===== src/smalu_pkg.sv =====
// shared types and constants for the sign-magnitude alu
// word layouts, operation and status codes; no dependencies
`default_nettype none

package smalu_pkg;

  // operand and result words are 16 bits, top bit is the sign
  localparam int WIDTH = 16;
  localparam int MAG_W = WIDTH - 1;
  // shared adder: magnitude plus one carry bit and one sign bit
  localparam int ALU_W = MAG_W + 2;
  localparam int CNT_W = $clog2(MAG_W);

  localparam logic [1:0] FN_ADD = 2'd0;
  localparam logic [1:0] FN_SUB = 2'd1;
  localparam logic [1:0] FN_MUL = 2'd2;
  localparam logic [1:0] FN_DIV = 2'd3;

  localparam logic [1:0] ST_OK   = 2'd0;
  localparam logic [1:0] ST_OVF  = 2'd1;
  localparam logic [1:0] ST_DIVZ = 2'd2;

  typedef struct packed {
    logic [1:0]       func;
    logic [WIDTH-1:0] operand_a;
    logic [WIDTH-1:0] operand_b;
  } alu_cmd_t;

  typedef struct packed {
    logic [WIDTH-1:0] result;
    logic [1:0]       status;
  } alu_res_t;

endpackage

`default_nettype wire


===== src/sign_magnitude_alu_core.sv =====
// sign-magnitude alu core: add, subtract, multiply, divide
// one shared adder/subtractor under a small sequencer; uses smalu_pkg
`default_nettype none

// A command word (func, operand_a, operand_b) is taken on a clock edge where
// start is high and busy is low. Operands are sign-magnitude: bit 15 is the
// sign, bits 14..0 the magnitude; a negative zero counts as zero. Exactly one
// result word follows, shown on res for the single cycle in which done is
// high; the receiver must take it then, as it cannot hold the block off.
// All arithmetic runs through one 17-bit adder/subtractor. Add and subtract
// run one adder pass in S_ADD, and a second in S_NEG when the signs differ
// and the second magnitude is the larger (the difference is then taken the
// other way round), with done in the cycle after the last pass. Multiply and
// divide take one shift-add or restoring shift-subtract step per magnitude
// bit, with done after the last step; a zero divisor ends in the first step.
// busy drops in the cycle that carries done, so a new command may be taken
// alongside a result. Overflow and divide by zero give status 1 and 2 with a
// result of 0; a zero result is always positive.
module sign_magnitude_alu_core (
  input  wire                 clk,
  input  wire                 rst,
  input  wire                 start,
  output logic                busy,
  input  smalu_pkg::alu_cmd_t cmd,
  output logic                done,
  output smalu_pkg::alu_res_t res
);
  import smalu_pkg::*;

  // sequencer states
  localparam logic [2:0] S_IDLE = 3'd0;
  localparam logic [2:0] S_ADD  = 3'd1;  // add, or first try at a - b
  localparam logic [2:0] S_NEG  = 3'd2;  // difference taken as b - a
  localparam logic [2:0] S_MUL  = 3'd3;  // one shift-add per step
  localparam logic [2:0] S_DIV  = 3'd4;  // one shift-subtract per step

  localparam logic [CNT_W-1:0] CNT_LAST = CNT_W'(MAG_W - 1);

  logic [2:0]       state;
  logic [CNT_W-1:0] cnt;
  logic             sign_a;   // sign of a, or of the product/quotient
  logic             sign_b;   // effective sign of b for add/subtract
  logic [MAG_W-1:0] acc;      // magnitude of a, product sum or remainder
  logic [MAG_W-1:0] yop;      // addend: mag a for multiply, mag b otherwise
  logic [MAG_W-1:0] shreg;    // bits scanned msb first
  logic [MAG_W-1:0] quo;
  logic             ovf;      // sticky product overflow

  // shared unit
  logic [ALU_W-1:0] unit_x;
  logic [ALU_W-1:0] unit_y;
  logic             unit_sub;
  logic [ALU_W-1:0] unit_sum;

  logic             ovf_next;
  logic             qbit;
  logic [MAG_W-1:0] quo_next;

  function automatic logic [WIDTH-1:0] pack_sm(input logic neg, input logic [MAG_W-1:0] mag);
    pack_sm = (mag == '0) ? '0 : {neg, mag};
  endfunction

  assign busy = (state != S_IDLE);

  always_comb begin
    unit_x   = '0;
    unit_y   = '0;
    unit_sub = 1'b0;
    unique case (state)
      S_ADD: begin
        unit_x   = {2'b00, acc};
        unit_y   = {2'b00, yop};
        unit_sub = (sign_a != sign_b);
      end
      S_NEG: begin
        unit_x   = {2'b00, yop};
        unit_y   = {2'b00, acc};
        unit_sub = 1'b1;
      end
      S_MUL: begin
        unit_x = {1'b0, acc, 1'b0};
        unit_y = shreg[MAG_W-1] ? {2'b00, yop} : '0;
      end
      S_DIV: begin
        unit_x   = {1'b0, acc, shreg[MAG_W-1]};
        unit_y   = {2'b00, yop};
        unit_sub = 1'b1;
      end
      default: begin
        unit_sub = 1'b0;
      end
    endcase
    unit_sum = unit_x + (unit_sub ? ~unit_y : unit_y) + ALU_W'(unit_sub);
  end

  assign ovf_next = ovf | (unit_sum[ALU_W-1:MAG_W] != '0);
  assign qbit     = ~unit_sum[ALU_W-1];
  assign quo_next = {quo[MAG_W-2:0], qbit};

  always_ff @(posedge clk) begin
    if (rst) begin
      state <= S_IDLE;
      done  <= 1'b0;
      cnt   <= '0;
    end else begin
      done <= 1'b0;
      unique case (state)
        S_IDLE: begin
          if (start) begin
            cnt <= '0;
            ovf <= 1'b0;
            quo <= '0;
            unique case (cmd.func)
              FN_ADD, FN_SUB: begin
                state  <= S_ADD;
                acc    <= cmd.operand_a[MAG_W-1:0];
                yop    <= cmd.operand_b[MAG_W-1:0];
                sign_a <= cmd.operand_a[WIDTH-1];
                sign_b <= cmd.operand_b[WIDTH-1] ^ (cmd.func == FN_SUB);
              end
              FN_MUL: begin
                state  <= S_MUL;
                acc    <= '0;
                yop    <= cmd.operand_a[MAG_W-1:0];
                shreg  <= cmd.operand_b[MAG_W-1:0];
                sign_a <= cmd.operand_a[WIDTH-1] ^ cmd.operand_b[WIDTH-1];
              end
              default: begin
                state  <= S_DIV;
                acc    <= '0;
                yop    <= cmd.operand_b[MAG_W-1:0];
                shreg  <= cmd.operand_a[MAG_W-1:0];
                sign_a <= cmd.operand_a[WIDTH-1] ^ cmd.operand_b[WIDTH-1];
              end
            endcase
          end
        end
        S_ADD: begin
          if (!unit_sub) begin
            // same signs: carry into bit 15 means the magnitude overflowed
            done  <= 1'b1;
            state <= S_IDLE;
            if (unit_sum[MAG_W]) begin
              res.result <= '0;
              res.status <= ST_OVF;
            end else begin
              res.result <= pack_sm(sign_a, unit_sum[MAG_W-1:0]);
              res.status <= ST_OK;
            end
          end else if (unit_sum[ALU_W-1]) begin
            // a smaller than b: redo as b - a
            state <= S_NEG;
          end else begin
            done       <= 1'b1;
            state      <= S_IDLE;
            res.result <= pack_sm(sign_a, unit_sum[MAG_W-1:0]);
            res.status <= ST_OK;
          end
        end
        S_NEG: begin
          done       <= 1'b1;
          state      <= S_IDLE;
          res.result <= pack_sm(sign_b, unit_sum[MAG_W-1:0]);
          res.status <= ST_OK;
        end
        S_MUL: begin
          acc   <= unit_sum[MAG_W-1:0];
          ovf   <= ovf_next;
          shreg <= {shreg[MAG_W-2:0], 1'b0};
          cnt   <= cnt + 1'b1;
          if (cnt == CNT_LAST) begin
            done  <= 1'b1;
            state <= S_IDLE;
            if (ovf_next) begin
              res.result <= '0;
              res.status <= ST_OVF;
            end else begin
              res.result <= pack_sm(sign_a, unit_sum[MAG_W-1:0]);
              res.status <= ST_OK;
            end
          end
        end
        S_DIV: begin
          if (yop == '0) begin
            done       <= 1'b1;
            state      <= S_IDLE;
            res.result <= '0;
            res.status <= ST_DIVZ;
          end else begin
            // restoring step: keep the difference only when it is not negative
            acc   <= qbit ? unit_sum[MAG_W-1:0] : unit_x[MAG_W-1:0];
            quo   <= quo_next;
            shreg <= {shreg[MAG_W-2:0], 1'b0};
            cnt   <= cnt + 1'b1;
            if (cnt == CNT_LAST) begin
              done       <= 1'b1;
              state      <= S_IDLE;
              res.result <= pack_sm(sign_a, quo_next);
              res.status <= ST_OK;
            end
          end
        end
        default: begin
          state <= S_IDLE;
        end
      endcase
    end
  end

  // a result word only appears as the sequencer hands back control
  a_done_idle: assert property (@(posedge clk) disable iff (rst) done |-> !busy)
    else $error("result strobe while still busy");

  // an accepted command always makes the sequencer busy in the following cycle
  a_accept_busy: assert property (@(posedge clk) disable iff (rst)
    (start && !busy) |=> busy)
    else $error("command accepted but sequencer stayed idle");

  // error status carries a zero result
  a_err_zero: assert property (@(posedge clk) disable iff (rst)
    (done && res.status != ST_OK) |-> (res.result == '0))
    else $error("non-zero result with error status");

  // no negative zero on the output
  a_no_negzero: assert property (@(posedge clk) disable iff (rst)
    (done && res.result[WIDTH-1]) |-> (res.result[MAG_W-1:0] != '0))
    else $error("negative zero result");

endmodule

`default_nettype wire

===== config.mk =====
export PLATFORM = sky130hd
export DESIGN_NAME = sign_magnitude_alu_core
export DESIGN_NICKNAME = d
export VERILOG_FILES = /design/src/smalu_pkg.sv /design/src/sign_magnitude_alu_core.sv
export SDC_FILE = /design/constraint.sdc
export NUM_CORES = 1
export LEC_CHECK = 0
export BUFFER_PORTS_ARGS = -buffer_cell sky130_fd_sc_hd__buf_2
export CORE_MARGIN = 2
export CORE_UTILIZATION = 30
export DETAILED_ROUTE_END_ITERATION = 12
export GPL_TIMING_DRIVEN = 0
export PLACE_DENSITY = 0.53
export SETUP_SLACK_MARGIN = 0.2
export SYNTH_ARGS = -nofsm -noshare
export SYNTH_HDL_FRONTEND = slang
export SYNTH_SLANG_ARGS = --single-unit

===== constraint.sdc =====
create_clock -name clk -period 13.05 [get_ports clk]
set_input_delay 1.305 -clock clk [delete_from_list [all_inputs] [get_ports clk]]
set_output_delay 1.305 -clock clk [all_outputs]
set_load 0.01 [all_outputs]

==> metrics <==
core outline area 19,650 um2; met1 WL 7.803 mm; reg2reg start state[1]$_SDFFE_PP0N_; die area 21,320 um2; Starting Density 30.78%; Placer Congestion 0.9273; Seq/Total Area, Yosys 42.36%; R2R Setup Slk 6.76 ns; dpl ws 6.822 ns; Antenna Cells 0; Post-Synth XOR/XNOR Area 4.612%; GRT Util Overall 15.99%; vias in the first global route 4,998; Post-synth EDFFs 80; clk_lat worst skew 0.35 ns; ranking of synthesized cells by area edfxtp_1, mux2i_1, ha_1; Post-CTS Setup Inserts 0; TritonCTS clock tree yes; HP Start cnt[3]$_SDFFE_PP0P_; largest net degree at the start of global routing 17; IO buf count 55; Distinct cells, synth 69; post-synthesis simple-gate area fraction 17.15%; crit-path max FO 10; Max Root-Sink Buffers 2; Sink Count 88; WL/cell 17.95 um; cts hold-fix bufs 0; Hold Crit Class reg -> reg; fin cells 940; Die Ht 146.0 um; # nets final 727; critical path required time 13.15 ns; Synth Area in Adders 4.488%; final core utilization 35.65%; final wirelength 16.87 mm; static leakage 2.546 nW; placed cell areas 6685 um2; Final ANT Viol Nets 0; Synth top area share 39.71%; mux cell area share after synthesis 7.921%; pwr dens 141.6 nW/um2; first-pass GRT wire length 27.20 mm; Final Instance Area 7007 um2; met2 wire len 7.815 mm; max-slew violations 0; ys async rst share 0%; Mapped Cells 602; Layout Skew 0.009339 ns; Mapped Nets 659; mean post-synth cell area 10.05 um2; FF+latch count, synth 88; post-synthesis compound-gate area fraction 19.67%; Residual DRC 0; Root Driver clkbuf_16; uppermost routed layer met4; standard-cell rows 51; kind of critical path reg -> reg; Synth top cells by count edfxtp_1, nand2_1, nor2_1, a21oi_1, o21ai_0; Sequential cell area 2562 um2; crit end category register; Yosys warnings 0; total congestion overflow 0; maximum vdd drop 0.07560 mV; Final Hold Fails 0; # fillers 2,029; via count 5,016; status completed; Initial DRC Count 360; Worst Setup SP state[1]$_SDFFE_PP0N_; hpwl dp 13.61 mm; setup ws final 6.757 ns; Peak Freq 0.1589 GHz; minimum clock period 6.293 ns; fraction of layout cells with a size suffix above 1 17.19%; period utilization 48.22%; drt pass-1 iters 5; post-route setup TNS 0 ns; mapped cell area 6050 um2; Die Wd 146.0 um; Via density 5.336; IO Count 57; Multi-input gate area 3269 um2; antenna violations before repair 0; final setup violation count 0; leading area contributor after synthesis edfxtp_1; unrepaired setup endpoints after global routing no; worst rel slew slack 14.70%; CP Data Arrival Time 6.39 ns; combinational family with the most area after synthesis compound AO/OA/AOI/OAI gates; Critical Path Start Type register; level count of the clock H-tree 3; clock buffer count from CTS 9; post-CTS sizing 0; worst slew pin tran 1.275 ns; Placed Cells 924; Max-Cap Viols 0; clock-pin transition on the worst setup and hold timing paths 0.07 ns; routed length on met3 1.093 mm; Area growth syn-to-layout 15.82%; most common cell in the netlist edfxtp_1; Post-synth top flop edfxtp_1
state kept, by name, indices dropped and copies added, names as in the netlist:
signal / count
acc: 15
cnt: 4
done: 1
ovf: 1
quo: 14
res: 18
shreg: 15
sign_a: 1
sign_b: 1
state: 3
yop: 15
placed cells by master (no fill, tap or decap), types with 15 or more instances in the layout:
cell type	n
inv_1	15
ha_1	19
nor2_1	43
a22o_1	16
a21oi_1	39
clkbuf_1	23
edfxtp_1	80
mux2_2	15
xnor2_1	25
a22oi_1	17
buf_2	56
and2_1	25
o21ai_0	37
nand2_1	61
mux2i_1	31
critical path, cell delays in order, from the launching register on:
cell	delay (ns)
dfxtp_1	0.31
buf_6	0.14
buf_2	0.20
nor2_1	0.27
nand2_1	0.34
nand2_1	0.27
clkbuf_1	0.39
a22oi_1	0.15
xnor2_1	0.17
ha_1	0.34
o21ai_1	0.14
a21oi_1	0.10
o311ai_1	0.45
a21oi_1	0.26
nand2_1	0.13
o21ai_0	0.13
a21o_1	0.21
a21oi_1	0.25
ha_1	0.27
clkbuf_1	0.25
nor2b_1	0.25
or2_2	0.28
a21oi_1	0.24
o2bb2ai_4	0.14
buf_6	0.16
a22o_1	0.19
power breakdown:
part	internal [W]	switching [W]	leakage, nW
logic	0.000138	0.000218	1.58
clock network	0.000168	0.000111	0.154
registers	0.000343	0.0000136	0.817
metal layers:
layer  vias to the layer above  GRT usage, %
met4                         0         4.660
met3                        15         3.166
met2                       188         25.40
met5                         -             0
met1                      2413         22.15
li1                       2400             -
worst paths after layout:
check	endpoint	depth (start not counted)
setup / recovery	res[9]$_DFFE_PP_	25
hold / removal	cnt[3]$_SDFFE_PP0P_	2
setup reg to reg	res[9]$_DFFE_PP_	25
hold reg to reg	cnt[3]$_SDFFE_PP0P_	2
area by class of cell:
type | count | share of cell area [%]
multi-input combinational | 463 | 46.66
sequential | 88 | 36.57
tap | 265 | 4.732
timing repair buffer | 57 | 4.196
clock buffer | 9 | 3.214
buffer | 35 | 2.429
clock inverter | 7 | 1.339
inverter | 16 | 0.8571
through the flow:
stage                power, W  hold slack, ns
global placement    0.0007060          0.4671
CTS                 0.0009946          0.5131
detailed placement  0.0007133          0.5050
floorplan           0.0006117          0.4587
global route         0.001048          0.5852
finish              0.0009920          0.5102
cell families (layout without fill, tap and decap cells):
family,Yosys count,after routing
AND/OR/NAND/NOR,199,199
XOR/XNOR,31,31
adder cells (fa/ha/maj),21,21
AO/OA/AOI/OAI,166,166
flip-flops,88,88
buffers and inverters,51,124
multiplexers,46,46
Note: power is estimated with default switching activity, not from simulation.
